$ cat src/hw/rtl/firrt_pkg.sv
// ============================================================================
// firrt_pkg: shared definitions for the real-tap FIR filter
// Sizes, register indexes, request codes and the types passed between the
// control logic, the delay cells and the multiply-accumulate unit.
// ============================================================================
package firrt_pkg;

    // Array and field sizes.
    localparam int MAX_TAPS     = 128;
    localparam int SAMPLE_WIDTH = 16;
    localparam int TAP_W        = 16;
    localparam int TAP_FRAC     = 15;
    localparam int NUM_TAPS_W   = 8;
    localparam int TAP_INDEX_W  = 7;
    localparam int CFG_IDX_W    = 2;
    localparam int CFG_DATA_W   = 8;

    // Derived widths.
    localparam int ADDR_W = $clog2(MAX_TAPS);
    localparam int CNT_W  = $clog2(MAX_TAPS + 1);
    localparam int PROD_W = SAMPLE_WIDTH + TAP_W;
    localparam int ACC_W  = PROD_W + ADDR_W;
    localparam int RND_W  = ACC_W - TAP_FRAC;

    // Configuration register indexes.
    typedef logic [CFG_IDX_W-1:0] cfg_idx_t;
    localparam cfg_idx_t REG_NUM_TAPS     = cfg_idx_t'(0);
    localparam cfg_idx_t REG_COMPLEX_MODE = cfg_idx_t'(1);

    // Request type codes.
    localparam logic REQ_SAMPLE = 1'b0;
    localparam logic REQ_LOAD   = 1'b1;

    // One complex sample as held in a delay cell.
    typedef struct packed {
        logic signed [SAMPLE_WIDTH-1:0] re;
        logic signed [SAMPLE_WIDTH-1:0] im;
    } cpx_t;

    // Delay chain control: shift a new sample in, or rotate toward cell zero.
    typedef struct packed {
        logic shift;
        logic rotate;
    } cell_ctl_t;

    // Accumulator control: clear for a new sample, take one product step.
    typedef struct packed {
        logic clear;
        logic step;
    } mac_ctl_t;

    // Sequencer states.
    typedef enum logic [1:0] {
        ST_IDLE,
        ST_RUN,
        ST_DRAIN,
        ST_FIN
    } state_t;

endpackage

$ cat src/hw/rtl/firrt_mac.sv
// ============================================================================
// firrt_mac: complex-by-real multiply-accumulate
// Multiplies the sample leaving delay cell zero by the tap read from the
// store, accumulates both lanes, and rounds and saturates the sums.
// ============================================================================
module firrt_mac (
    input  logic                                clk,
    input  logic                                rst_n,
    input  firrt_pkg::mac_ctl_t                 ctl,
    input  logic signed [firrt_pkg::TAP_W-1:0]  tap,
    input  firrt_pkg::cpx_t                     x,
    output firrt_pkg::cpx_t                     y
);
    import firrt_pkg::*;

    localparam logic signed [ACC_W-1:0] RND_BIAS = ACC_W'(2 ** (TAP_FRAC - 1));
    localparam logic signed [RND_W-1:0] SAT_HI   = RND_W'(2 ** (SAMPLE_WIDTH - 1) - 1);
    localparam logic signed [RND_W-1:0] SAT_LO   = -SAT_HI - RND_W'(1);

    cpx_t                     x_reg;
    logic                     en_reg;
    logic signed [ACC_W-1:0]  acc_re_reg;
    logic signed [ACC_W-1:0]  acc_im_reg;
    logic signed [ACC_W-1:0]  acc_re_next;
    logic signed [ACC_W-1:0]  acc_im_next;
    logic signed [PROD_W-1:0] prod_re;
    logic signed [PROD_W-1:0] prod_im;

    // Round to nearest (ties upward) and clamp to the sample range.
    function automatic logic signed [SAMPLE_WIDTH-1:0] round_sat(
        input logic signed [ACC_W-1:0] a
    );
        logic signed [ACC_W-1:0]        biased;
        logic signed [RND_W-1:0]        q;
        logic signed [SAMPLE_WIDTH-1:0] r;
        biased = a + RND_BIAS;
        q      = RND_W'(biased >>> TAP_FRAC);
        if (q > SAT_HI)
        begin
            r = SAMPLE_WIDTH'(SAT_HI);
        end
        else if (q < SAT_LO)
        begin
            r = SAMPLE_WIDTH'(SAT_LO);
        end
        else
        begin
            r = SAMPLE_WIDTH'(q);
        end
        return r;
    endfunction

    // Sample register lines up with the registered tap read.
    always_ff @(posedge clk)
    begin
        x_reg <= x;
    end

    // Products of the current tap with both lanes.
    assign prod_re = PROD_W'($signed(tap)) * PROD_W'($signed(x_reg.re));
    assign prod_im = PROD_W'($signed(tap)) * PROD_W'($signed(x_reg.im));

    // Accumulator update.
    always_comb
    begin
        acc_re_next = acc_re_reg;
        acc_im_next = acc_im_reg;
        if (ctl.clear)
        begin
            acc_re_next = '0;
            acc_im_next = '0;
        end
        else if (en_reg)
        begin
            acc_re_next = acc_re_reg + ACC_W'(prod_re);
            acc_im_next = acc_im_reg + ACC_W'(prod_im);
        end
    end

    always_ff @(posedge clk or negedge rst_n)
    begin
        if (!rst_n)
        begin
            en_reg     <= 1'b0;
            acc_re_reg <= '0;
            acc_im_reg <= '0;
        end
        else
        begin
            en_reg     <= ctl.step;
            acc_re_reg <= acc_re_next;
            acc_im_reg <= acc_im_next;
        end
    end

    assign y.re = round_sat(acc_re_reg);
    assign y.im = round_sat(acc_im_reg);

endmodule

$ cat config.mk
export PLATFORM = sky130hd
export DESIGN_NAME = firrt_mac
export DESIGN_NICKNAME = d
export VERILOG_FILES = /design/src/hw/rtl/firrt_pkg.sv /design/src/hw/rtl/firrt_mac.sv
export SDC_FILE = /design/constraint.sdc
export NUM_CORES = 2
export LEC_CHECK = 0
export BUFFER_PORTS_ARGS = -buffer_cell sky130_fd_sc_hd__buf_2
export CAP_MARGIN = 40
export CORE_ASPECT_RATIO = 1.5
export CORE_UTILIZATION = 39
export DETAILED_ROUTE_END_ITERATION = 10
export HOLD_SLACK_MARGIN = 0.02
export PLACE_DENSITY = 0.55
export SLEW_MARGIN = 30
export SYNTH_ARGS = -nofsm -noshare
export SYNTH_HDL_FRONTEND = slang
export SYNTH_SLANG_ARGS = --single-unit
$ cat constraint.sdc
create_clock -name clk -period 16.3 [get_ports clk]
set_clock_uncertainty 0.15 [all_clocks]
set_input_delay 4.89 -clock clk [delete_from_list [all_inputs] [get_ports clk]]
set_output_delay 4.89 -clock clk [all_outputs]
set_load 0.02 [all_outputs]
==> out/qor.yml <==
min-delay-start: "acc_im_reg[0]$_DFFE_PN0P_"
die_h_um: 337.5
grt_usage_pct: 20.01
synth_top_area_share_pct: 44.60
hold_path_depth: 2
max_slew_margin_pct: 42.75
reg2reg_to: "acc_re_reg[37]$_DFFE_PN0P_"
cp_max_fo: 32
drv_slew: 0
end_kind: "register"
ys_top_cells_by_count: "inv_1 (784), fa_1 (652), nand2_1 (330)"
synth_most_common_cell: "inv_1"
grt_setup_unrepaired: "false"
synth_edf_count: 0
avgSynthCellArea_um2: 9.262
antenna_found_initial: 4
cp.arrival_ns: 11.87
yosysWarnings: 0
layout-drive-gt1-share_pct: 4.711
ant_nets: 0
setup.worst_path.start_class: "input port"
hold_slack_ns: 0.3838
clock_sinks: 111
numCtsBuffers: 9
dp_hpwl_mm: 58.79
drt_wl_total_mm: 71.48
cts.path.max_buffers: 2
grt_pass1_wl_mm: 117.7
setup_slack_ns: 4.594
grt_pass1_vias: 22490
numPlacedInstances: 4136
grt_max_degree: 60
critPathRequiredTime_ns: 16.46
vias: 20730
gp_congestion: 0.8731
synthTopCellsByArea: "fa_1 (45%), inv_1 (10%), ha_1 (9.7%), dfrtp_1 (6.8%), and2_1 (4.9%)"
area.growth.synth_to_final_pct: 5.673
clk_pin_slew_ns: 0.10
h-tree-depth: 3
hold_path.class: "reg -> reg"
final_hold_viol_count: 0
worstReg2RegStart: "x_reg[17]$_DFF_P_"
wl_per_cell_um: 17.20
synth.largest_area_cell: "fa_1"
grt-ovfl-total: 0
finalSetupViolCount: 0
r2r_slack_ns: 8.86
antenna_cells: 0
ios: 84
synthesis.area_um2: 29270
cts-root-buf: "clkbuf_16"
portBuffers: 83
dp_slack_ns: 4.186
synth_nets: 4092
fin_cells: 4155
initial_core_util_pct: 39.53
floorplan.rows: 122
core_region_area_um2: 74030
ctsHoldBuffers: 0
max_freq_ghz: 0.08543
ys_ff_latch: 111
drt_iter0_markers: 952
reg2reg_depth: 19
status: "finished, final reports clean"
fin_nets: 4090
yosysSeqAreaShare_pct: 8.944
cts_tree: "yes"
die_w_um: 225.7
crit_type: "in -> reg"
synth_cells: 3160
fin_crit_ns: 11.71
dieArea_um2: 76160
yosys_most_used_dff: "dfrtp_1"
routed_via_density: 4.988
postSynth.asyncResetShare_pct: 71.17
clock_latency_ns: 0.42
setup-tns-final_ns: 0
drv_cap: 0
yosysUniqueCellTypes: 81
drc_errors: 0
critPathLaunch: "tap[15]"
cts_setup_buffers: 0
cts_resized: 0
min_to: "acc_im_reg[0]$_DFFE_PN0P_"
first_pass_iters: 7
min_period_over_period_pct: 71.82
worst_pin_slew_ns: 0.8587
==> layer usage <==
| layer | vias to the layer above | global-route usage (%) | wire length (µm) |
|---|---|---|---|
| met5 | - | 0 | 46 |
| met2 | 271 | 39.07 | 40870 |
| met1 | 10870 | 22.73 | 27120 |
| met4 | 8 | 6.267 | 1804 |
| li1 | 9496 | - | - |
| met3 | 82 | 1.538 | 1640 |
==> stage by stage <==
step | util, % | cell area, µm²
final | 41.77 | 30930
after global routing | 41.77 | 30930
after CTS | 41.66 | 30850
after detailed placement | 41.25 | 30540
after global placement | 41.25 | 30540
after floorplan | - | 29270
==> worst max-delay path, cell delays in order <==
cell      delay, ns
buf_2          0.52
nand2_1        0.26
inv_1          0.14
fa_1           0.53
fa_1           0.91
fa_1           0.53
fa_1           0.50
fa_1           0.49
inv_1          0.05
fa_1           0.49
inv_1          0.05
ha_1           0.35
a21oi_1        0.15
o21ai_0        0.13
o41ai_1        0.43
o22ai_1        0.19
a311oi_1       0.62
o21ai_0        0.26
a31oi_1        0.23
o211ai_1       0.11
==> layout make-up <==
cell class,instances,area [µm²]
Sequential cell,111,2621
Multi-Input combinational cell,2152,23220
Tap cell,992,1241
Clock inverter,3,23.77
Fill cell,7507,43110
Inverter,784,2943
Clock buffer,13,281.5
Timing Repair Buffer,100,598.1
==> logic make-up after synthesis <==
group / synth area share (%)
flip-flops: 8.944
XOR/XNOR: 2.693
adder cells (fa/ha/maj): 54.35
AND/OR/NAND/NOR: 14.08
multiplexers: 1.163
AO/OA/AOI/OAI: 7.007
buffers and inverters: 11.77
==> cells in the final DEF (no fill, tap or decap), drive strengths merged, types with 34 or more instances in the layout <==
cell type    n
nor2       125
inv        785
xnor2       57
buf        100
and2       232
nand2      330
mux2i       34
dfrtp       79
a21oi       68
ha         228
nand3       39
o21ai       84
fa         652
==> worst max path at each step <==
| stage | endpoint | slack [ns] | cells after the start |
|---|---|---|---|
| 2_1_floorplan | acc_im_reg[35]$_DFFE_PN0P_ | 4.90 | 21 |
| 3_3_place_gp | acc_im_reg[34]$_DFFE_PN0P_ | 4.30 | 20 |
| 3_5_place_dp | acc_re_reg[38]$_DFFE_PN0P_ | 4.19 | 22 |
| 4_1_cts | acc_re_reg[38]$_DFFE_PN0P_ | 4.64 | 22 |
| 5_1_grt | acc_im_reg[38]$_DFFE_PN0P_ | 4.12 | 20 |
| 6_report | acc_re_reg[37]$_DFFE_PN0P_ | 4.59 | 20 |
Power is left out: the tool's default activity adds up to more than one toggle a clock period on the data nets, which glitch-free logic cannot reach.
