--- src/hw/rtl/firrt_pkg.sv ---
// ============================================================================
// firrt_pkg: shared definitions for the real-tap FIR filter
// Sizes, register indexes, request codes and the types passed between the
// control logic, the delay cells and the multiply-accumulate unit.
// ============================================================================
package firrt_pkg;

    // Array and field sizes.
    localparam int MAX_TAPS     = 128;
    localparam int SAMPLE_WIDTH = 16;
    localparam int TAP_W        = 16;
    localparam int TAP_FRAC     = 15;
    localparam int NUM_TAPS_W   = 8;
    localparam int TAP_INDEX_W  = 7;
    localparam int CFG_IDX_W    = 2;
    localparam int CFG_DATA_W   = 8;

    // Derived widths.
    localparam int ADDR_W = $clog2(MAX_TAPS);
    localparam int CNT_W  = $clog2(MAX_TAPS + 1);
    localparam int PROD_W = SAMPLE_WIDTH + TAP_W;
    localparam int ACC_W  = PROD_W + ADDR_W;
    localparam int RND_W  = ACC_W - TAP_FRAC;

    // Configuration register indexes.
    typedef logic [CFG_IDX_W-1:0] cfg_idx_t;
    localparam cfg_idx_t REG_NUM_TAPS     = cfg_idx_t'(0);
    localparam cfg_idx_t REG_COMPLEX_MODE = cfg_idx_t'(1);

    // Request type codes.
    localparam logic REQ_SAMPLE = 1'b0;
    localparam logic REQ_LOAD   = 1'b1;

    // One complex sample as held in a delay cell.
    typedef struct packed {
        logic signed [SAMPLE_WIDTH-1:0] re;
        logic signed [SAMPLE_WIDTH-1:0] im;
    } cpx_t;

    // Delay chain control: shift a new sample in, or rotate toward cell zero.
    typedef struct packed {
        logic shift;
        logic rotate;
    } cell_ctl_t;

    // Accumulator control: clear for a new sample, take one product step.
    typedef struct packed {
        logic clear;
        logic step;
    } mac_ctl_t;

    // Sequencer states.
    typedef enum logic [1:0] {
        ST_IDLE,
        ST_RUN,
        ST_DRAIN,
        ST_FIN
    } state_t;

endpackage

--- src/hw/rtl/firrt_tap_store.sv ---
// ============================================================================
// firrt_tap_store: tap coefficient memory
// One write port and one registered read port. Entries never written since
// reset read as zero through a row of valid bits.
// ============================================================================
module firrt_tap_store (
    input  logic                                 clk,
    input  logic                                 rst_n,
    input  logic                                 wr_en,
    input  logic [firrt_pkg::ADDR_W-1:0]         wr_addr,
    input  logic signed [firrt_pkg::TAP_W-1:0]   wr_data,
    input  logic                                 rd_en,
    input  logic [firrt_pkg::ADDR_W-1:0]         rd_addr,
    output logic signed [firrt_pkg::TAP_W-1:0]   rd_data
);
    import firrt_pkg::*;

    logic signed [TAP_W-1:0] mem [MAX_TAPS];
    logic [MAX_TAPS-1:0]     valid_reg;
    logic signed [TAP_W-1:0] rd_data_reg;

    // Valid bits mark entries that hold a loaded tap.
    always_ff @(posedge clk or negedge rst_n)
    begin
        if (!rst_n)
        begin
            valid_reg <= '0;
        end
        else if (wr_en)
        begin
            valid_reg[wr_addr] <= 1'b1;
        end
    end

    // Memory write.
    always_ff @(posedge clk)
    begin
        if (wr_en)
        begin
            mem[wr_addr] <= wr_data;
        end
    end

    // Registered read; an entry not yet loaded reads as zero.
    always_ff @(posedge clk)
    begin
        if (rd_en)
        begin
            rd_data_reg <= valid_reg[rd_addr] ? mem[rd_addr] : '0;
        end
    end

    assign rd_data = rd_data_reg;

endmodule

--- config.mk ---
export PLATFORM = sky130hd
export DESIGN_NAME = firrt_tap_store
export DESIGN_NICKNAME = d
export VERILOG_FILES = /design/src/hw/rtl/firrt_pkg.sv /design/src/hw/rtl/firrt_tap_store.sv
export SDC_FILE = /design/constraint.sdc
export NUM_CORES = 2
export LEC_CHECK = 0
export BUFFER_PORTS_ARGS = -buffer_cell sky130_fd_sc_hd__buf_2
export CAP_MARGIN = 25
export CORE_ASPECT_RATIO = 2
export CORE_MARGIN = 1
export CORE_UTILIZATION = 60
export CTS_BUF_LIST = sky130_fd_sc_hd__clkbuf_8
export DETAILED_ROUTE_END_ITERATION = 6
export GPL_TIMING_DRIVEN = 0
export PLACE_DENSITY = 0.81
export SLEW_MARGIN = 20
export SYNTH_ARGS = -nofsm -noshare
export SYNTH_HDL_FRONTEND = slang
export SYNTH_SLANG_ARGS = --single-unit
--- constraint.sdc ---
create_clock -name clk -period 2.4 [get_ports clk]
set_input_delay 0.48 -clock clk [delete_from_list [all_inputs] [get_ports clk]]
set_output_delay 0.48 -clock clk [all_outputs]
set_load 0.01 [all_outputs]
==> run_results.csv <==
group,metric,value,unit
routing,ant_nets,0,
cells_and_area,nets,4314,
grt,grt_pass1_wl,429000,µm
synth,synth.cell_area,0.0846,mm²
routing,dr.max_layer_used,"met5",
power_and_ir_drop,power_density,770,mW/mm²
setup_path,criticalPathCategory,"primary input to flip-flop",
status,violations,"DRC, setup timing",
power_and_ir_drop,p_leak,32.6,nW
sta,slew_headroom,26.0,%
routing,wl_per_cell,52.3,µm
clock_network,root_buffer,"clkbuf_8",
floorplan,core,0.140,mm²
routing,drcViolationCount,8,
sta,final_max_slew_viol_count,0,
cells_and_area,drive_gt1_share,39.8,%
cells_and_area,largest_reg_flops,2048,
synth,async_flop_share,5.84,%
routing,firstDrtPassIters,7,
place,gp_congestion,1.13,
power_and_ir_drop,ir_worst_vdd,0.000460,V
grt,antenna_found_initial,39,
grt,grt_use_total,47.8,%
clock_network,clk-insertion-delay-late,0.99,ns
routing,num_vias,49500,
setup_path,crit_path_start_kind,"primary input",
setup_path,crit_arrival,3.64,ns
clock_network,cts_tree,"done",
sta,finalSetupViolCount,234,
clock_network,cts_buffers,291,
setup_path,worst_ep_required_time,3.25,ns
grt,grt.overflow.total,0,
synth,post_synth.cell_area_avg,22.5,µm²
synth,synth-seq-cells,2192,
clock_network,path_clk_slew,0.07,ns
synth,syn_nets,3787,
sta,hold_viol_final,0,
setup_path,crit_fanout,10,
sta,finalClockSkew,0.0620,ns
clock_network,clk_path_buf_depth,4,
status,status,"finished, violations left",
sta,fmax,0.358,GHz
sta,layout_setup_ws,-0.390,ns
sta,rsz0062_at_grt,"true",
routing,vias_per_cell,7.73,
clock_network,cts_sinks,2192,
place,portBuffers,43,
cells_and_area,area_growth,17.8,%
floorplan,die_h,533,µm
sta,period_minus_slack,2.79,ns
routing,wl_met1,89000,µm
power_and_ir_drop,finalPower,76.8,mW
place,placed_cell_area,0.0910,mm²
sta,fin_crit_sh,116,%
place,dp_hpwl,214000,µm
synth,synth_enable_flop_cells,2064,
floorplan,initial_core_util,60.5,%
synth,yosys_warnings,0,
floorplan,rows,194,
floorplan,die_w,267,µm
sta,worst_pin_slew,1.11,ns
synth,syn-instance-count,3753,
synth,yosysSeqAreaShare,77.1,%
synth,synthFlopType,"edfxtp_1",
synth,ys_types,64,
routing,drtIter0Drc,9343,
floorplan,dieArea,0.143,mm²
cells_and_area,design_area,0.0996,mm²
routing,routed-wl-met2,148000,µm
clock_network,cts_max_level,5,
grt,grt_pass1_vias,47200,
setup_path,cp-end-kind,"flip-flop",
routing,wirelength,335000,µm
hold_path,hold_class,"primary input to flip-flop",
grt,grt_max_degree,104,
job,max_cap_viol_count,0,
floorplan,num_io_pins,50,
routing,wl_met3,54200,µm
critical path, stage by stage:
cell and delay (ns):
buf_2 0.22, and2_2 0.58, clkbuf_4 0.69, a221oi_1 0.22
o21ai_1 0.29, nand4_1 0.46, a22o_1 0.46, a21oi_1 0.14
cells in the mapped netlist (18+ instances only):
cell	n	area [µm²]
a21oi_1	36	180
a22oi_1	61	458
buf_2	56	280
buf_4	27	203
buf_6	28	315
clkbuf_1	66	248
dfrtp_1	128	3200
edfxtp_1	2064	62000
mux2i_1	84	841
mux4_2	587	13200
nand2_1	45	169
nand3_1	18	90.1
nor2_1	164	616
nor2b_1	18	113
o22ai_1	21	131
or2_2	131	820
cells by family (layout without fill, tap and decap cells):
| kind of cell | Yosys count | in the layout | synth area share (%) |
|---|---|---|---|
| buffers and inverters | 207 | 961 | 1.56 |
| flip-flops | 2192 | 2192 | 77.1 |
| AND/OR/NAND/NOR | 444 | 444 | 2.64 |
| AO/OA/AOI/OAI | 222 | 222 | 1.89 |
| other | 0 | 32 | 0 |
| multiplexers | 688 | 688 | 16.9 |
per-layer routing:
metal  track usage (%)  vias up
met2              68.7     5825
met5              1.74        -
met1              50.7    24800
met4              47.8       26
met3              22.0     1866
li1                  -    16900
report_power, final:
part           total, mW  internal [mW]  switching (mW)
clock               27.5           13.2            14.3
combinational       6.80           2.27            4.53
sequential          42.4           42.2           0.187
total               76.8           57.7            19.0
final timing paths:
kind                                   to         start  cells after the start  slack, ns
min in group asynchronous  valid_reg[109]         rst_n                      2       0.06
setup / recovery               rd_data[2]    rd_addr[3]                      8      -0.39
max in group asynchronous  valid_reg[125]         rst_n                      3       1.36
hold / removal                mem[44][11]   wr_data[11]                      1      0.009
hold reg to reg              valid_reg[4]  valid_reg[4]                      1       0.47
setup reg to reg              rd_data[15]   mem[84][15]                      6      -0.27
stage by stage:
step / hold slack, ns / setup slack (ns) / TNS (ns) / util, % / instances
floorplan: 0.184 / -0.176 / -57.12 / - / 3753
global placement: 0.445 / -4.11 / -4242.08 / 62.5 / 5658
detailed placement: 0.450 / -3.17 / -1637.68 / 65.1 / 5767
CTS: 0.0155 / -0.147 / -0.567 / 70.7 / 6342
global route: 0.0286 / -0.197 / -5.29 / 71.2 / 6382
finish: 0.00922 / -0.390 / -12.32 / 71.3 / 6401
cells in the final DEF (no fill, tap or decap), types with 8 or more instances in the layout:
cell type | Yosys | routed
o22ai_2 | 0 | 8
mux4_2 | 587 | 587
nor2_4 | 0 | 127
buf_6 | 28 | 59
clkbuf_8 | 0 | 329
clkbuf_2 | 0 | 18
clkinv_1 | 2 | 48
a21oi_2 | 1 | 9
nor2b_1 | 18 | 16
buf_12 | 5 | 96
nand2_1 | 45 | 39
and2_1 | 12 | 10
nor3_1 | 16 | 9
inv_1 | 6 | 102
a211oi_2 | 0 | 8
dfrtp_1 | 128 | 128
mux2i_2 | 0 | 15
edfxtp_1 | 2064 | 2064
bufinv_16 | 0 | 10
mux2_2 | 17 | 17
buf_8 | 7 | 51
nand3_1 | 18 | 16
nor2_1 | 164 | 32
diode_2 | 0 | 32
buf_2 | 56 | 32
buf_16 | 0 | 76
o22ai_1 | 21 | 11
dlygate4sd3_1 | 0 | 16
a22oi_1 | 61 | 44
mux2i_1 | 84 | 63
or2_2 | 131 | 131
clkinv_2 | 0 | 34
a21oi_1 | 36 | 25
a22oi_2 | 0 | 17
buf_4 | 27 | 48
clkinvlp_4 | 0 | 11
clkbuf_4 | 0 | 13
area by class of cell:
class / count / area [µm²]
fillers: 7875 / 40200
flip-flops and latches: 2192 / 65200
inverters: 9 / 45.0
clock buffers: 314 / 4320
multi-input cells: 1354 / 19900
well taps: 1862 / 2330
diodes: 32 / 80.1
clock inverters: 206 / 1170
plain buffers: 194 / 2560
repair buffers: 238 / 4010
repair_timing:
item,in CTS,in global routing
pin swaps,35,33
endpoints found under the setup margin,680,288
cloned,0,1
hold endpoints to repair,487,0
hold buffers,16,0
buffers inserted,43,25
gates resized for setup,390,88
Power figures use the tool's default switching activity.
