File: src/hw/rtl/firrt_pkg.sv
// ============================================================================
// firrt_pkg: shared definitions for the real-tap FIR filter
// Sizes, register indexes, request codes and the types passed between the
// control logic, the delay cells and the multiply-accumulate unit.
// ============================================================================
package firrt_pkg;

    // Array and field sizes.
    localparam int MAX_TAPS     = 128;
    localparam int SAMPLE_WIDTH = 16;
    localparam int TAP_W        = 16;
    localparam int TAP_FRAC     = 15;
    localparam int NUM_TAPS_W   = 8;
    localparam int TAP_INDEX_W  = 7;
    localparam int CFG_IDX_W    = 2;
    localparam int CFG_DATA_W   = 8;

    // Derived widths.
    localparam int ADDR_W = $clog2(MAX_TAPS);
    localparam int CNT_W  = $clog2(MAX_TAPS + 1);
    localparam int PROD_W = SAMPLE_WIDTH + TAP_W;
    localparam int ACC_W  = PROD_W + ADDR_W;
    localparam int RND_W  = ACC_W - TAP_FRAC;

    // Configuration register indexes.
    typedef logic [CFG_IDX_W-1:0] cfg_idx_t;
    localparam cfg_idx_t REG_NUM_TAPS     = cfg_idx_t'(0);
    localparam cfg_idx_t REG_COMPLEX_MODE = cfg_idx_t'(1);

    // Request type codes.
    localparam logic REQ_SAMPLE = 1'b0;
    localparam logic REQ_LOAD   = 1'b1;

    // One complex sample as held in a delay cell.
    typedef struct packed {
        logic signed [SAMPLE_WIDTH-1:0] re;
        logic signed [SAMPLE_WIDTH-1:0] im;
    } cpx_t;

    // Delay chain control: shift a new sample in, or rotate toward cell zero.
    typedef struct packed {
        logic shift;
        logic rotate;
    } cell_ctl_t;

    // Accumulator control: clear for a new sample, take one product step.
    typedef struct packed {
        logic clear;
        logic step;
    } mac_ctl_t;

    // Sequencer states.
    typedef enum logic [1:0] {
        ST_IDLE,
        ST_RUN,
        ST_DRAIN,
        ST_FIN
    } state_t;

endpackage

File: src/hw/rtl/firrt_cell.sv
// ============================================================================
// firrt_cell: one delay-line cell
// Holds one complex sample. Takes its left neighbor's sample on a shift and
// its right neighbor's sample on a rotation.
// ============================================================================
module firrt_cell (
    input  logic                clk,
    input  logic                rst_n,
    input  firrt_pkg::cell_ctl_t ctl,
    input  firrt_pkg::cpx_t     prev_data,
    input  firrt_pkg::cpx_t     next_data,
    output firrt_pkg::cpx_t     data
);
    import firrt_pkg::*;

    cpx_t data_reg;
    cpx_t data_next;

    // Select the neighbor to take from.
    always_comb
    begin
        data_next = data_reg;
        if (ctl.shift)
        begin
            data_next = prev_data;
        end
        else if (ctl.rotate)
        begin
            data_next = next_data;
        end
    end

    // The delay line starts out at zero.
    always_ff @(posedge clk or negedge rst_n)
    begin
        if (!rst_n)
        begin
            data_reg <= '0;
        end
        else
        begin
            data_reg <= data_next;
        end
    end

    assign data = data_reg;

endmodule

File: config.mk
export PLATFORM = sky130hd
export DESIGN_NAME = firrt_cell
export DESIGN_NICKNAME = d
export VERILOG_FILES = /design/src/hw/rtl/firrt_pkg.sv /design/src/hw/rtl/firrt_cell.sv
export SDC_FILE = /design/constraint.sdc
export NUM_CORES = 1
export LEC_CHECK = 0
export ABC_AREA = 1
export BUFFER_PORTS_ARGS = -buffer_cell sky130_fd_sc_hd__clkbuf_2
export CAP_MARGIN = 20
export CORE_MARGIN = 5
export CORE_UTILIZATION = 41
export DETAILED_ROUTE_END_ITERATION = 6
export PLACE_DENSITY = 0.83
export SYNTH_ARGS = -nofsm -noshare
export SYNTH_HDL_FRONTEND = slang
export SYNTH_SLANG_ARGS = --single-unit
File: constraint.sdc
create_clock -name clk -period 0.95 [get_ports clk]
set_clock_uncertainty 0.2 [all_clocks]
set_input_delay 0.0475 -clock clk [delete_from_list [all_inputs] [get_ports clk]]
set_output_delay 0.0475 -clock clk [all_outputs]
set_load 0.005 [all_outputs]
==> results.cfg, run 1 <==
[setup_path]
worstSetupPathType = flop to primary output
worstPathArrival_ns = 0.79
critPathRequiredTime_ns = 0.70
worst_setup_path_start_kind = flop
critPathMaxFanout = 2
path_cells = clkbuf_2
crit_path_top_delay_cell = dfrtp_1
slowest_delay_ns = 0.39
end_kind = primary output
critPathBufInv = 1
crit_family = flip-flops

[timing]
relSlewSlack_pct = 77.7
hold_viol_final = 0
setup_total_negative_slack_ns = -2.32
finalCritPeriodShare_pct = 109
worst_slew_pin_slew_ns = 0.334
period_needed_ns = 1.04
finalSetupViolations = 35
timing.final.ws_setup_ns = -0.0898
drv_slew = 0
max_clock_freq_mhz = 962
rsz0062_at_grt = yes

[logic_synthesis]
synth_area_um2 = 1510
syn_nets = 244
synth_top_cell_area_share_pct = 53.2
ys_seq_area_share_pct = 53.2
yosys.area.top_type = dfrtp_1
synth_area_per_cell_um2 = 8.56
netlist_instances = 176
ys_top_cells_by_area = dfrtp_1 (53%), nand3_1 (21%), nand2_1 (16%)
ys_seq_elements = 32
yosys_warnings = 0
synthDistinctLibCells = 8

[power_and_ir_drop]
p_sw_w = 0.000935
vdd.ir_drop.worst_mv = 0.918
p_clk_share_pct = 29.5
leakagePower_nw = 1.53
total_power_w = 0.00355
p_comb_share_pct = 26.2
swShare_pct = 26.3
powerDensity_nw_per_um2 = 1220
intPower_w = 0.00261
seq_power_share_pct = 44.2

[run]
cap_violations = 0

[run_status]
status = finished, violations left
violations = negative setup slack

[die]
die_w_um = 70.6
die_h_um = 70.6
rows = 22
dieArea_um2 = 4990
io_pins = 100
initial_core_util_pct = 41.8
core_area_um2 = 3610

[drt]
drc = 0
via_per_inst = 5.09
wl_met1_mm = 2.03
wl_met3_um = 396
ant_nets = 0
highest_layer = met4
post_drt_wl_per_cell_um = 15.6
num_vias = 2025
wl_met2_mm = 3.37
firstDrtPassIters = 4
drtIter0Drc = 128
wirelength_mm = 6.22

[finish]
multiInputGateArea_um2 = 636
layout_common_cells = clkbuf_2 (99), dlygate4sd3_1 (65), nand2_1 (58), nand3_1 (57), dfrtp_1 (32)
regArea_um2 = 801
nets = 416
area_growth_pct = 93.5
layout_commonest_cell = clkbuf_2
fill_cells = 222
largest_register_ffs = 32
drive_above_1_share_pct = 38.7

[place]
gp_congestion = 0.757
place_ws_ns = -0.0626
dpl.hpwl_mm = 3.22
io_buffers = 99

[clock_network]
clock_latency_ns = 0.27
clk_pin_slew_worst_paths_ns = 0.06
cts_buffers = 5
clock_path_buffers = 2
root_buffer = clkbuf_8
cts_tree = built
h-tree-depth = 2
clock-sinks = 32

[min_path]
min_path_type = input pin to asynchronous set/reset pin

[global_routing]
grt_pass1_vias = 2137
grt_pass1_wl_mm = 9.54
grt_antenna_before_repair = 0
grt_max_degree = 33
grt_overflow = 0
track_usage_pct = 24.5
==> area by class of cell <==
type                    count  area share [%]
repair buffers            179            45.3
clock buffers               8            3.09
diodes                      1          0.0858
multi-input cells         129            21.8
inverters                   1           0.215
flip-flops and latches     32            27.5
well taps                  48            2.06
==> per-layer routing <==
layer / global-route usage, % / vias up
met5: 0 / -
met4: 18.4 / 0
met3: 4.97 / 37
met2: 43.8 / 126
met1: 24.9 / 936
li1: - / 926
==> worst paths after layout <==
path / startpoint / to / slack (ns) / depth (start not counted)
setup / recovery: data[29] / data[29] / -0.09 / 1
hold / removal: rst_n / data[15] / 0.06 / 3
setup reg to reg: data[6] / data[6] / -0.03 / 3
hold reg to reg: data[1] / data[1] / 0.28 / 2
max in group asynchronous: rst_n / data[24] / 0.32 / 3
min in group clk: ctl[0] / data[18] / 0.10 / 4
==> cell usage after synthesis (all sizes together) <==
library cell  count
buf              14
dfrtp            32
nand3            64
nor2              1
inv               1
nand2            64
==> worst min-delay path: cells and delay by family <==
kind,cells,cell delay [ns]
buffers and inverters,3,0.84
==> per-stage QoR <==
stage / utilization, % / instance area (um2) / hold WS, ns / instances
floorplan: - / 1510 / -0.448 / 176
global placement: 56.7 / 2050 / -0.181 / 316
detailed placement: 56.7 / 2050 / -0.180 / 316
CTS: 77.9 / 2810 / 0.0661 / 392
global route: 80.8 / 2910 / 0.0967 / 397
finish: 80.8 / 2920 / 0.0563 / 398
==> cells by family (layout without fill, tap and decap cells) <==
| logic type | after synthesis | count (layout) | synth area share (%) |
|---|---|---|---|
| buffers and inverters | 15 | 188 | 8.31 |
| DFF | 32 | 32 | 53.2 |
| other | 0 | 1 | 0 |
| and+or+nand+nor | 129 | 129 | 38.5 |
==> power groups by stage <==
| stage | combinational, W | sequential (W) | clock, W |
|---|---|---|---|
| finish | 0.000932 | 0.00157 | 0.00105 |
| global placement | 0.000603 | 0.00158 | 0 |
| global route | 0.00101 | 0.00158 | 0.00112 |
| detailed placement | 0.000619 | 0.00158 | 0 |
| CTS | 0.000843 | 0.00156 | 0.00106 |
| floorplan | 0.000251 | 0.00159 | 0 |
==> repair_timing <==
item                                    in CTS  in global routing
endpoints found under the hold margin       64                  0
gates resized for setup                      0                 17
setup buffers                                3                  5
hold buffers                                65                  0
endpoints found under the setup margin      32                 38
pin swaps                                    0                  3
Note: power is estimated with default switching activity, not from simulation.
==> inputs of run 2 (changes only) <==
Settings changed: CORE_UTILIZATION 41 to 37, PLACE_DENSITY 0.83 to 0.79.
Clock period 0.95 ns to 0.85 ns, I/O delays scaled along.
==> results.cfg, run 2 (same netlist as run 1, synthesis figures left out) <==
[run_status]
status = finished, violations left
violations = negative hold slack, negative setup slack

[clock_network]
clock_path_buffers = 2
root_buffer = clkbuf_8
cts_tree = built
clock-sinks = 32
clk_pin_slew_worst_paths_ns = 0.06
h-tree-depth = 2
cts_buffers = 5
clock_latency_ns = 0.27

[place]
gp_congestion = 0.730
dpl.hpwl_mm = 3.16
io_buffers = 99

[timing]
relSlewSlack_pct = 78.3
finalSetupViolations = 52
rsz0062_at_grt = yes
hold_viol_final = 29
timing.final.ws_setup_ns = -0.195
setup_total_negative_slack_ns = -6.82
max_clock_freq_mhz = 957
whs_ns = -0.200
period_needed_ns = 1.04
finalCritPeriodShare_pct = 123
drv_slew = 0
worst_slew_pin_slew_ns = 0.326

[global_routing]
grt_max_degree = 33
grt_pass1_vias = 1774
track_usage_pct = 19.0
grt_antenna_before_repair = 0
grt_pass1_wl_mm = 7.92
grt_overflow = 0

[drt]
drc = 0
ant_nets = 0
via_per_inst = 4.93
wirelength_mm = 5.47
num_vias = 1805
drtIter0Drc = 122
post_drt_wl_per_cell_um = 14.9
firstDrtPassIters = 4

[min_path]
min_to = data[20]
min_path_cells = 3
min_path_type = input pin to flop
hp-start = prev_data[20]

[setup_path]
regToRegStartpoint = data[11]
path_cells = clkbuf_2
critPathRequiredTime_ns = 0.61
rr_endpoint = data[11]
worst_setup_path_start_kind = flop
crit_path_top_delay_cell = dfrtp_1
reg2reg_depth = 3
slowest_delay_ns = 0.40
worstSetupPathType = flop to primary output
worstPathArrival_ns = 0.80
critPathBufInv = 1
r2r_slack_ns = -0.14
crit_family = flip-flops
critPathMaxFanout = 2
end_kind = primary output

[die]
io_pins = 100
die_w_um = 73.8
rows = 23
dieArea_um2 = 5450
core_area_um2 = 3970
die_h_um = 73.8
initial_core_util_pct = 37.9

[power_and_ir_drop]
powerDensity_nw_per_um2 = 1400
leakagePower_nw = 1.51
vdd.ir_drop.worst_mv = 0.668

[finish]
nets = 384
largest_register_ffs = 32
drive_above_1_share_pct = 52.2
layout_commonest_cell = clkbuf_2
layout_common_cells = clkbuf_2 (94), nand2_1 (46), nand3_1 (43), dfrtp_1 (32), dlygate4sd3_1 (28)
area_growth_pct = 82.3
diodes = 0

[run]
cap_violations = 0
==> run 2: what timing repair did <==
action | 4_1_cts | 5_1_grt
hold endpoints to repair | 64 | 30
hold buffers | 28 | 1
endpoints found under the setup margin | 35 | 63
buffers inserted | 7 | 10
pin swaps | 3 | 18
gates resized for setup | 2 | 54
==> run 2: final cells by class <==
cell class                 instances  area (um2)
multi-input combinational        129         741
clock inverter                     1        5.00
timing repair buffer             147        1060
tap                               50        62.6
fill                             298        1220
clock buffer                       6        72.6
sequential                        32         801
inverter                           1        6.26
==> run 2: stage by stage <==
step	cell area, um2	worst slack [ns]	total power [W]	instances	utilization (%)
after floorplan	1510	0.0350	0.00206	176	-
after detailed placement	2060	-0.214	0.00247	318	51.9
after global routing	2750	-0.222	0.00405	366	69.2
after CTS	2480	-0.188	0.00369	360	62.4
after global placement	2060	-0.143	0.00245	318	51.9
final	2750	-0.195	0.00386	366	69.2
==> run 2: power breakdown <==
part	total [W]	leakage [nW]	switching (W)	internal [W]
clock network	0.00106	0.0410	0.000506	0.000555
registers	0.00176	0.388	0.0000957	0.00167
logic	0.00103	1.08	0.000448	0.000584
total	0.00386	1.51	0.00105	0.00281
==> run 2: worst max-delay path by stage <==
stage,from,end,slack [ns],cells past startpoint
floorplan,ctl[0],data[0],0.03,4
global placement,ctl[1],data[9],-0.14,4
detailed placement,ctl[1],data[9],-0.21,4
CTS,data[19],data[19],-0.19,1
global route,data[28],data[28],-0.22,1
finish,data[25],data[25],-0.19,1
==> run 2: worst register-to-register path, cell delays in order, from the launching register on <==
cell	delay (ns)
dfrtp_1	0.40
buf_4	0.14
nand2_1	0.06
nand3_1	0.07
==> run 2: routing by layer <==
layer  global-route usage [%]  share of wire, %  vias up
li1                         -                 -      862
met4                     5.63               1.4        0
met1                     20.2                35      856
met2                     36.4                56       79
met3                     4.79               7.3        8
met5                        0                 0        -
